[config.mk]
export PLATFORM = sky130hd
export DESIGN_NAME = sha256_counter_keystream_xor
export DESIGN_NICKNAME = d
export VERILOG_FILES = /design/src/sv/skx_pkg.sv /design/src/sv/skx_front.sv /design/src/sv/skx_back.sv /design/src/sv/sha256_counter_keystream_xor.sv
export SDC_FILE = /design/constraint.sdc
export NUM_CORES = 2
export LEC_CHECK = 0
export BUFFER_PORTS_ARGS = -buffer_cell sky130_fd_sc_hd__buf_4
export CORE_ASPECT_RATIO = 0.6
export CORE_MARGIN = 8
export CORE_UTILIZATION = 40
export DETAILED_ROUTE_END_ITERATION = 8
export RECOVER_POWER = 25
export SKIP_CTS_REPAIR_TIMING = 1
export SLEW_MARGIN = 0
export SYNTH_ARGS = -nofsm -noshare
export SYNTH_HDL_FRONTEND = slang
export SYNTH_HIERARCHICAL = 1
export SYNTH_SLANG_ARGS = --single-unit
[constraint.sdc]
create_clock -name i_clk -period 10.5 [get_ports i_clk]
set_input_delay 2.1 -clock i_clk [delete_from_list [all_inputs] [get_ports i_clk]]
set_output_delay 2.1 -clock i_clk [all_outputs]
set_load 0.03 [all_outputs]
[src/sv/skx_pkg.sv]
// ----------------------------------------------------------------------------
// skx_pkg
// Types, constants and round functions for the SHA-256 keystream block.
// ----------------------------------------------------------------------------
package skx_pkg;
    localparam int CFG_IDX_W = 3;
    localparam int CFG_DATA_W = 64;
    localparam int FIFO_DEPTH = 2;

    typedef enum logic [CFG_IDX_W-1:0] {
        REG_KEY0 = 3'd0, REG_KEY1 = 3'd1, REG_KEY2 = 3'd2,
        REG_KEY3 = 3'd3, REG_NONCE_HI = 3'd4, REG_NONCE_LO = 3'd5
    } t_reg_idx;

    typedef enum logic [1:0] {ST_IDLE, ST_HASH, ST_FINAL, ST_OUT} t_state;

    // word handed from the front to the back
    typedef struct packed {
        logic [7:0] data;
        logic       last;
        logic       need_hash;
        logic [4:0] offset;
        logic [31:0] counter;
    } t_word;

    localparam logic [31:0] PAD_WORD = 32'h8000_0000;
    localparam logic [31:0] LEN_WORD = 32'd416;

    function automatic logic [31:0] round_k(input logic [5:0] t);
        logic [31:0] k [64];
        k = '{
        32'h428a2f98,32'h71374491,32'hb5c0fbcf,32'he9b5dba5,32'h3956c25b,32'h59f111f1,
        32'h923f82a4,32'hab1c5ed5,32'hd807aa98,32'h12835b01,32'h243185be,32'h550c7dc3,
        32'h72be5d74,32'h80deb1fe,32'h9bdc06a7,32'hc19bf174,32'he49b69c1,32'hefbe4786,
        32'h0fc19dc6,32'h240ca1cc,32'h2de92c6f,32'h4a7484aa,32'h5cb0a9dc,32'h76f988da,
        32'h983e5152,32'ha831c66d,32'hb00327c8,32'hbf597fc7,32'hc6e00bf3,32'hd5a79147,
        32'h06ca6351,32'h14292967,32'h27b70a85,32'h2e1b2138,32'h4d2c6dfc,32'h53380d13,
        32'h650a7354,32'h766a0abb,32'h81c2c92e,32'h92722c85,32'ha2bfe8a1,32'ha81a664b,
        32'hc24b8b70,32'hc76c51a3,32'hd192e819,32'hd6990624,32'hf40e3585,32'h106aa070,
        32'h19a4c116,32'h1e376c08,32'h2748774c,32'h34b0bcb5,32'h391c0cb3,32'h4ed8aa4a,
        32'h5b9cca4f,32'h682e6ff3,32'h748f82ee,32'h78a5636f,32'h84c87814,32'h8cc70208,
        32'h90befffa,32'ha4506ceb,32'hbef9a3f7,32'hc67178f2};
        return k[t];
    endfunction

    function automatic logic [31:0] init_h(input logic [2:0] i);
        logic [31:0] h [8];
        h = '{32'h6a09e667,32'hbb67ae85,32'h3c6ef372,32'ha54ff53a,
              32'h510e527f,32'h9b05688c,32'h1f83d9ab,32'h5be0cd19};
        return h[i];
    endfunction

    function automatic logic [31:0] rotr(input logic [31:0] x, input int n);
        return (x >> n) | (x << (32 - n));
    endfunction
endpackage

[src/sv/skx_front.sv]
// ----------------------------------------------------------------------------
// skx_front
// Accepts input words, tracks offset and counter, queues classified words.
// ----------------------------------------------------------------------------
module skx_front #(
    parameter int DEPTH = skx_pkg::FIFO_DEPTH
) (
    input  logic           i_clk,
    input  logic           i_rst_n,
    input  logic           i_valid,
    output logic           o_ready,
    input  logic [7:0]     i_data_byte,
    input  logic           i_end_of_message,
    output logic           o_q_valid,
    output skx_pkg::t_word o_q_word,
    input  logic           i_q_pop
);
    localparam int AW = (DEPTH > 1) ? $clog2(DEPTH) : 1;

    skx_pkg::t_word r_mem [DEPTH];
    logic [AW-1:0]  r_wp, r_rp;
    logic [AW:0]    r_cnt;
    logic [4:0]     r_offset;
    logic [31:0]    r_counter;
    logic           push;

    assign o_ready   = (r_cnt != (AW+1)'(DEPTH));
    assign push      = i_valid && o_ready;
    assign o_q_valid = (r_cnt != '0);
    assign o_q_word  = r_mem[r_rp];

    // queue storage
    always_ff @(posedge i_clk) begin
        if (push) begin
            r_mem[r_wp] <= '{data: i_data_byte, last: i_end_of_message,
                             need_hash: (r_offset == 5'd0), offset: r_offset,
                             counter: r_counter};
        end
    end

    // pointers, offset and counter
    always_ff @(posedge i_clk) begin
        if (!i_rst_n) begin
            r_wp <= '0; r_rp <= '0; r_cnt <= '0;
            r_offset <= '0; r_counter <= '0;
        end else begin
            if (push) begin
                r_wp <= (r_wp == AW'(DEPTH-1)) ? '0 : r_wp + 1'b1;
                if (i_end_of_message) begin
                    r_offset <= '0; r_counter <= '0;
                end else begin
                    r_offset <= r_offset + 5'd1;
                    if (r_offset == 5'd31) r_counter <= r_counter + 32'd1;
                end
            end
            if (i_q_pop) r_rp <= (r_rp == AW'(DEPTH-1)) ? '0 : r_rp + 1'b1;
            r_cnt <= r_cnt + (AW+1)'(push) - (AW+1)'(i_q_pop);
        end
    end
endmodule

[src/sv/skx_back.sv]
// ----------------------------------------------------------------------------
// skx_back
// Runs one SHA-256 round per cycle at block start and XORs bytes out.
// ----------------------------------------------------------------------------
module skx_back (
    input  logic           i_clk,
    input  logic           i_rst_n,
    input  logic [5:0][63:0] i_cfg,
    input  logic           i_q_valid,
    input  skx_pkg::t_word i_q_word,
    output logic           o_q_pop,
    output logic           o_valid,
    input  logic           i_ready,
    output logic [7:0]     o_out_byte,
    output logic           o_out_last
);
    skx_pkg::t_state r_state, n_state;
    logic [31:0] r_w [16];
    logic [31:0] r_v [8];
    logic [31:0] r_ks [8];
    logic [5:0]  r_t;
    logic [7:0]  r_out;
    logic        r_last;
    logic [31:0] s0, s1, ch, mj, t1, t2, w, a15, a2;
    logic [31:0] ksw;
    logic [31:0] h0;

    // round datapath: window slot 0 holds w[t]
    always_comb begin
        a15 = r_w[1];
        a2  = r_w[14];
        w   = r_w[0] + (skx_pkg::rotr(a15,7) ^ skx_pkg::rotr(a15,18) ^ (a15 >> 3))
            + r_w[9] + (skx_pkg::rotr(a2,17) ^ skx_pkg::rotr(a2,19) ^ (a2 >> 10));
        s1 = skx_pkg::rotr(r_v[4],6) ^ skx_pkg::rotr(r_v[4],11) ^ skx_pkg::rotr(r_v[4],25);
        ch = (r_v[4] & r_v[5]) ^ (~r_v[4] & r_v[6]);
        t1 = r_v[7] + s1 + ch + skx_pkg::round_k(r_t) + r_w[0];
        s0 = skx_pkg::rotr(r_v[0],2) ^ skx_pkg::rotr(r_v[0],13) ^ skx_pkg::rotr(r_v[0],22);
        mj = (r_v[0] & r_v[1]) ^ (r_v[0] & r_v[2]) ^ (r_v[1] & r_v[2]);
        t2 = s0 + mj;
        ksw = r_ks[i_q_word.offset[4:2]];
        // first digest word, its top byte serves offset 0
        h0  = r_v[0] + skx_pkg::init_h(3'd0);
    end

    // sequencer
    always_comb begin
        n_state = r_state;
        o_q_pop = 1'b0;
        case (r_state)
            skx_pkg::ST_IDLE: begin
                if (i_q_valid) begin
                    if (i_q_word.need_hash) n_state = skx_pkg::ST_HASH;
                    else begin n_state = skx_pkg::ST_OUT; o_q_pop = 1'b1; end
                end
            end
            skx_pkg::ST_HASH:  if (r_t == 6'd63) n_state = skx_pkg::ST_FINAL;
            skx_pkg::ST_FINAL: begin n_state = skx_pkg::ST_OUT; o_q_pop = 1'b1; end
            skx_pkg::ST_OUT:   if (i_ready) n_state = skx_pkg::ST_IDLE;
            default:           n_state = skx_pkg::ST_IDLE;
        endcase
    end

    always_ff @(posedge i_clk) begin
        if (!i_rst_n) r_state <= skx_pkg::ST_IDLE;
        else          r_state <= n_state;
    end

    // datapath registers
    always_ff @(posedge i_clk) begin
        case (r_state)
            skx_pkg::ST_IDLE: begin
                r_t <= '0;
                for (int i = 0; i < 6; i++) begin
                    r_w[2*i]   <= i_cfg[i][63:32];
                    r_w[2*i+1] <= i_cfg[i][31:0];
                end
                r_w[12] <= i_q_word.counter;
                r_w[13] <= skx_pkg::PAD_WORD;
                r_w[14] <= '0;
                r_w[15] <= skx_pkg::LEN_WORD;
                for (int i = 0; i < 8; i++) r_v[i] <= skx_pkg::init_h(3'(i));
                if (i_q_valid && !i_q_word.need_hash) begin
                    r_out  <= i_q_word.data ^ ksw[8*(3-i_q_word.offset[1:0]) +: 8];
                    r_last <= i_q_word.last;
                end
            end
            skx_pkg::ST_HASH: begin
                r_t <= r_t + 6'd1;
                for (int i = 0; i < 15; i++) r_w[i] <= r_w[i+1];
                r_w[15] <= w;
                r_v[7] <= r_v[6]; r_v[6] <= r_v[5]; r_v[5] <= r_v[4];
                r_v[4] <= r_v[3] + t1;
                r_v[3] <= r_v[2]; r_v[2] <= r_v[1]; r_v[1] <= r_v[0];
                r_v[0] <= t1 + t2;
            end
            skx_pkg::ST_FINAL: begin
                for (int i = 0; i < 8; i++) r_ks[i] <= r_v[i] + skx_pkg::init_h(3'(i));
                r_out  <= i_q_word.data ^ h0[31:24];
                r_last <= i_q_word.last;
            end
            default: ;
        endcase
    end

    assign o_valid    = (r_state == skx_pkg::ST_OUT);
    assign o_out_byte = r_out;
    assign o_out_last = r_last;
endmodule

[src/sv/sha256_counter_keystream_xor.sv]
// ----------------------------------------------------------------------------
// sha256_counter_keystream_xor
// SHA-256 counter-mode keystream XOR, one byte per word.
// ----------------------------------------------------------------------------
// channel  signals                        direction
// input    i_valid/o_ready, data, eom     in
// output   o_valid/i_ready, byte, last    out
// config   i_cfg_we, i_cfg_idx, i_cfg_data in
// A byte at block offset 0 goes through load, 64 rounds in the shared round
// unit, finalize and output; other bytes go from load straight to output.
// A two-word queue lets input be taken while the round unit is busy.
// Synchronous active-low reset clears counter, offset, queue and sequencer.
module sha256_counter_keystream_xor #(
    parameter int FIFO_DEPTH = skx_pkg::FIFO_DEPTH
) (
    input  logic        i_clk,
    input  logic        i_rst_n,
    input  logic        i_valid,
    output logic        o_ready,
    input  logic [7:0]  i_data_byte,
    input  logic        i_end_of_message,
    output logic        o_valid,
    input  logic        i_ready,
    output logic [7:0]  o_out_byte,
    output logic        o_out_last,
    input  logic        i_cfg_we,
    input  logic [skx_pkg::CFG_IDX_W-1:0]  i_cfg_idx,
    input  logic [skx_pkg::CFG_DATA_W-1:0] i_cfg_data
);
    logic [5:0][63:0] r_cfg;
    logic             q_valid, q_pop;
    skx_pkg::t_word   q_word;

    // configuration registers
    always_ff @(posedge i_clk) begin
        if (!i_rst_n) r_cfg <= '0;
        else if (i_cfg_we && i_cfg_idx <= skx_pkg::REG_NONCE_LO) r_cfg[i_cfg_idx] <= i_cfg_data;
    end

    skx_front #(.DEPTH(FIFO_DEPTH)) u_front (
        .i_clk, .i_rst_n, .i_valid, .o_ready, .i_data_byte, .i_end_of_message,
        .o_q_valid(q_valid), .o_q_word(q_word), .i_q_pop(q_pop)
    );

    skx_back u_back (
        .i_clk, .i_rst_n, .i_cfg(r_cfg), .i_q_valid(q_valid), .i_q_word(q_word),
        .o_q_pop(q_pop), .o_valid, .i_ready, .o_out_byte, .o_out_last
    );
endmodule

== After elaboration in Yosys (flattened, before gate mapping) ==
Memories as Yosys holds them, arrays and structs flattened. A register that Yosys moved wholly into a read port is not among the register bits.
Index checks and enable logic that the tools add are counted.

* Memory bits (writable): 1118
* Memories: 5
* Register bits after elaboration: 442
* Bits in read-only memories: 2048
* Latch bits: 0
* Output and inout bits: 11
* Bits of input ports: 81

* Bitwise operators: 54
* $add $sub $neg: 26
* $mul: 0
* Order comparisons: 4
* Mux-type cells: 57
* Reductions and logical operators: 14
* Equality and inequality tests: 10
* Div/mod/pow operators: 0
* Shifts and indexed selects: 1

{| class="wikitable"
|+ Memories
! name !! words !! width !! rd ports !! clocked after Yosys merged registers in !! wr ports !! RTL line !! RTL
|-
| (name not given) || 64 || 32 || 1 || 0 || 0 || skx_pkg.sv:43 || <nowiki>return k[t];</nowiki>
|-
| u_back.r_w || 16 || 32 || 16 || 0 || 16 || skx_back.sv:18 || <nowiki>logic [31:0] r_w [16];</nowiki>
|-
| u_back.r_ks || 8 || 32 || 1 || 0 || 8 || skx_back.sv:20 || <nowiki>logic [31:0] r_ks [8];</nowiki>
|-
| u_back.r_v || 8 || 32 || 8 || 0 || 8 || skx_back.sv:19 || <nowiki>logic [31:0] r_v [8];</nowiki>
|-
| u_front.r_mem || 2 || 47 || 1 || 1 || 1 || skx_front.sv:20 || <nowiki>skx_pkg::t_word r_mem [DEPTH];</nowiki>
|}

{| class="wikitable"
|+ Operators by type and width
! operator !! count
|-
| $mux W32 || 28
|-
| $bwmux W384 || 1
|-
| $add A32 B32 Y32 || 10
|-
| $xor A32 B32 Y32 || 9
|-
| $demux W64 S3 || 1
|-
| $and A32 B32 Y32 || 5
|-
| $add A32 B31 Y32 const B || 3
|-
| $add A32 B32 Y32 const B || 3
|-
| $mux W64 || 1
|-
| $shiftx A32 B33 Y8 || 1
|-
| $add A32 B1 Y32 const B || 1
|-
| $add A32 B29 Y32 const B || 1
|-
| $add A32 B30 Y32 const B || 1
|-
| $not A32 Y32 || 1
|-
| $or A10 B32 Y32 || 1
|-
| $or A13 B32 Y32 || 1
|-
| $or A14 B32 Y32 || 1
|-
| $or A15 B32 Y32 || 1
|-
| $or A19 B32 Y32 || 1
|-
| $or A21 B32 Y32 || 1
|-
| $or A25 B32 Y32 || 1
|-
| $or A26 B32 Y32 || 1
|-
| $or A30 B32 Y32 || 1
|-
| $or A7 B32 Y32 || 1
|-
| other kinds (36) || 90
|}

== Depth between registers and ports, before layout ==
* Word-level depth: 9
* Depth in mapped cells: 39
* Mapped depth without buffers: 38

== Cells and area by module ==
The synthesis kept the hierarchy.

{| class="wikitable"
|+ By module, submodules not included
! module !! cells an instance !! area an instance (um^2) !! instances
|-
| skx_back || 4703 || 60687.0 || 1
|-
| sha256_counter_keystream_xor || 1314 || 14013.4 || 1
|-
| skx_front || 379 || 5401.4 || 1
|}

== Worst setup path after synthesis ==
OpenSTA, ideal clock, no wires.

* Path kind: flip-flop to flip-flop
* Start point: reg u_back.r_state[0]
* End point: reg u_back.r_t[0] (enable)
* Arrival time: 10.532 ns
* Library setup time: 0.826 ns
* Period minus slack after synthesis: 11.358 ns
* Cell stages (with the launch flop): 7
* Setup slack: -0.858 ns
* Cell sequence: dfxtp_1 inv_1 ha_1 clkbuf_1 clkbuf_1 clkbuf_1 or2_2

* Cells in the longest elaborated chain, start to end: 2
* Elaborated cells on any way between the ends: 3

{| class="wikitable"
|+ RTL lines
! item !! RTL line !! RTL
|-
| start: declaration || skx_back.sv:17 || <nowiki>skx_pkg::t_state r_state, n_state;</nowiki>
|-
| start signal: assignment || skx_back.sv:64 || <nowiki>if (!i_rst_n) r_state <= skx_pkg::ST_IDLE;</nowiki>
|-
| start signal: assignment || skx_back.sv:65 || <nowiki>else r_state <= n_state;</nowiki>
|-
| $eq A2 B1 Y1 or $logic_not A2 Y1 (tied branches) || skx_back.sv:70 || <nowiki>case (r_state)</nowiki>
|-
| $reduce_bool A2 Y1 (no source line) * || n/a ||
|-
| end signal: assignment || skx_back.sv:88 || <nowiki>r_t <= r_t + 6'd1;</nowiki>
|-
| end: declaration || skx_back.sv:21 || <nowiki>logic [5:0] r_t;</nowiki>
|}

Mark *: on every way between the ends. The rest lies on a longest branch, timed or not.
A chain may end at the register's enable or synchronous reset.

==> impl_summary.txt <==
----------------------------------------------------
[CTS]
  Clock tree buffer depth ... 4
  Clock latency of the later-clocked register in the worst-skew pair ... approximately 0.84 ns
  Master cell of the clock root buffer ... sky130_fd_sc_hd__clkbuf_16
  Clock net sink count ... about 1600
  Clock buffer count from CTS ... between 150 and 200
  Maximum level of the CTS H-tree ... 4
  Clock transition at the registers of the reported paths ... around 0.07 ns
  CTS tree ... done

[Logic synthesis]
  Adder-Cell Fraction of Synth Area ... 0.0744
  Post-Synth XOR/XNOR Area ... 0.0673
  Instance count of the mapped netlist ... about 6400
  Main flop type after synthesis ... sky130_fd_sc_hd__edfxtp_1
  Yosys top cell area share ... 0.425
  Syn Nets ... roughly 7000
  Largest area contributor in the synthesized netlist ... sky130_fd_sc_hd__edfxtp_1
  Simple logic cell fraction of the synthesized area ... 0.0926
  Synthesis Warnings ... 6
  Mean cell area of the mapped netlist ... 12.5 µm²
  Main combinational cell family by area after synthesis ... multiplexers
  Post-synthesis compound-gate area fraction ... 0.0596
  Number of synthesized flops with an enable pin ... ~1100
  Number of distinct library cells after synthesis ... 98
  Fraction of synthesized area in multiplexers ... 0.142
  Share of async-settable or async-resettable flops after synthesis ... 0
  Sequential cell area fraction in the yosys report ... 0.532
  Post-synthesis sequential element count ... 1561
  Synth Cell Area ... approximately 80000 µm²
  Ranking of synthesized cells by area ... sky130_fd_sc_hd__edfxtp_1 42%, sky130_fd_sc_hd__dfxtp_1 11%, sky130_fd_sc_hd__mux2_2 6.8%, sky130_fd_sc_hd__mux2i_1 5.0%, sky130_fd_sc_hd__xnor2_1 4.8%

[Floorplan]
  Boundary pin count ... 92
  Effective utilization at floorplan ... 0.402
  Height of the chip ... 363 µm
  Placeable core area ... 199000 µm²
  Die Outline Area ... 215000 µm²
  Die extent in x ... between 500 and 600 µm
  Number of core rows ... roughly 130

[Drt]
  DRC viols ... 0
  Via count normalized by instance count ... roughly 5.6
  Detailed-router iteration count before antenna repair ... 5
  Total vias in the final route ... 51651
  DRT iter0 DRCs ... 6097
  Post-DRT Antenna Nets ... 0
  Total detailed-routing wirelength ... 248000 µm
  Average wire per standard cell ... around 27 µm

[Final layout]
  Final core area utilization ... 0.444
  Layout cells sized above 1 ... 0.159
  Most common cell after layout, fill and taps aside ... sky130_fd_sc_hd__edfxtp_1
  Top library cells by usage in the layout, fill and taps aside ... 1133 x sky130_fd_sc_hd__edfxtp_1, 709 x sky130_fd_sc_hd__nand2_1, 471 x sky130_fd_sc_hd__mux2_2
  Post-synthesis to final-layout area growth ... 10.5%
  Non-filler instance count after layout ... between 9000 and 10000
  Final net count ... between 6000 and 7000

[Worst setup path]
  Kind of critical path ... reg -> reg
  Endpoint kind of the worst setup timing path ... flip-flop
  Depth of the worst register-to-register path ... 39
  Highest-delay cell along the critical path ... sky130_fd_sc_hd__fa_1
  Kind of launch point of the worst setup path ... flip-flop
  Delay of the slowest cell on the worst path ... between 0.5 and 0.6 ns
  Startpoint of the most critical register-to-register path ... u_back/r_t[0]
  Data required time at the worst endpoint ... around 11 ns
  Setup crit start ... u_back/r_t[0]
  Data arrival at the endpoint of the critical path ... 10.40 ns
  Maximum fanout along the worst path ... 11

[Timing]
  Final Setup Violations ... 0
  Max-slew violations ... around 600
  Final period util ... 0.950
  Hold Violations, Final ... 0
  Setup TNS Final ... 0 ns
  Min Clock Period, post-route ... approximately 10 ns
  Measured slew at the worst slew-check pin ... roughly 4.6 ns
  Unrepaired setup endpoints after global routing ... no
  Clock Skews ... slightly above 0.08 ns
  Highest clock rate ... 0.100 GHz
  Remaining max-slew budget at the tightest pin ... -2.06

[Min path]
  Instance count along the most critical hold path ... 2
  Worst Hold Launch ... r_cfg[326]
  HP Class ... reg -> reg

[Place]
  HPWL after detailed placement ... 180000 µm
  GP Congestion ... around 0.95
  Placed Instances ... between 8000 and 9000
  Count of input and output buffers ... roughly 90

[Global routing]
  Via count of the first global-routing pass ... approximately 49000
  Overall Global Routing Usage ... 0.221
  Pin count of the biggest net entering global routing ... 173
  GRT Residual Overflow ... 0
  Wire length of the first global-routing pass ... 353000 µm
  Number of antenna violations at the first check in global routing ... 18

[Run status]
  Status ... finished, violations left
  Violated checks ... capacitance limit, slew limit

[Run]
  Count of maximum capacitance violations ... 13

----------------------------------------------------
[state kept, by name, indices dropped and copies added, names as in the netlist, named ones only]
register / count
r_cfg: 384
u_back/o_out_byte: 8
u_back/o_out_last: 1
u_back/r_ks: 256
u_back/r_state: 2
u_back/r_t: 6
u_back/r_v: 256
u_back/r_w: 512
u_front/r_cnt: 2
u_front/r_counter: 32
u_front/r_mem: 94
u_front/r_offset: 5
u_front/r_rp: 1
u_front/r_wp: 1
[area by class of cell]
| class | count | area (µm²) |
|---|---|---|
| multi-input cells | 4248 | 34900 |
| fillers | 18011 | 111000 |
| clock buffers | 217 | 4500 |
| repair buffers | 218 | 1690 |
| well taps | 2644 | 3310 |
| clock inverters | 68 | 661 |
| diodes | 1 | 2.50 |
| flip-flops and latches | 1561 | 42600 |
| inverters | 237 | 890 |
[Yosys cell counts (all sizes together), types with 9 or more instances]
cell / count
a21oi: 214
ha: 160
nor3: 58
or4: 10
fa: 187
nand4: 37
a311oi: 19
and2: 95
o21ai: 156
edfxtp: 1133
nand2b: 139
or3: 13
a21o: 62
a211oi: 28
a21boi: 12
mux4: 81
nor3b: 9
mux2: 487
o311ai: 16
mux2i: 404
maj3: 21
xnor2: 437
a31oi: 37
xor2: 173
nor4: 17
o21a: 32
nand3: 65
inv: 233
nor2b: 90
dfxtp: 428
clkbuf: 239
and3: 23
buf: 111
nand2: 709
o21bai: 18
nor2: 267
o211ai: 25
or2: 14
o31ai: 17
[through the flow]
step	hold slack, ns	setup slack (ns)	cell area (µm²)
2_1_floorplan	0.424	1.84	80100
3_3_place_gp	0.434	0.885	83500
3_5_place_dp	0.440	0.864	83500
4_1_cts	0.455	0.779	88700
5_1_grt	0.467	0.0876	88500
6_report	0.456	0.526	88500
[path summary, 6_finish.rpt]
| check | endpoint | slack (ns) |
|---|---|---|
| max | u_back/r_v[0][31] | 0.53 |
| max reg2reg | u_back/r_v[0][31] | 0.53 |
| min | r_cfg[326] | 0.46 |
| min reg2reg | r_cfg[326] | 0.46 |
[worst max-delay path: cells and delay by family, from the launching register on]
family	cells	cell delay, ns
buffers and inverters	6	0.75
xor gates and xnor gates	1	0.16
and+or+nand+nor	6	1.07
AOI/OAI and AO/OA	19	4.30
adders and majority gates	7	2.91
DFF	1	0.39
[cells by family after synthesis]
family / count (synthesis)
multiplexers: 972
flip-flops: 1561
XOR/XNOR: 612
AO/OA/AOI/OAI: 722
adder cells (fa/ha/maj): 368
buffers and inverters: 587
AND/OR/NAND/NOR: 1574
[per-layer routing]
layer  global-route usage  routed length, µm  vias up
li1                     -                  -    22840
met1                0.364             123000    26290
met2                0.267              89000     2294
met3               0.0820              31500      225
met4               0.0374               3940        2
met5                    0                 13        -
Power is not shown: default switching activity piles up to over one toggle a cycle in this logic, so the estimate is an artifact.
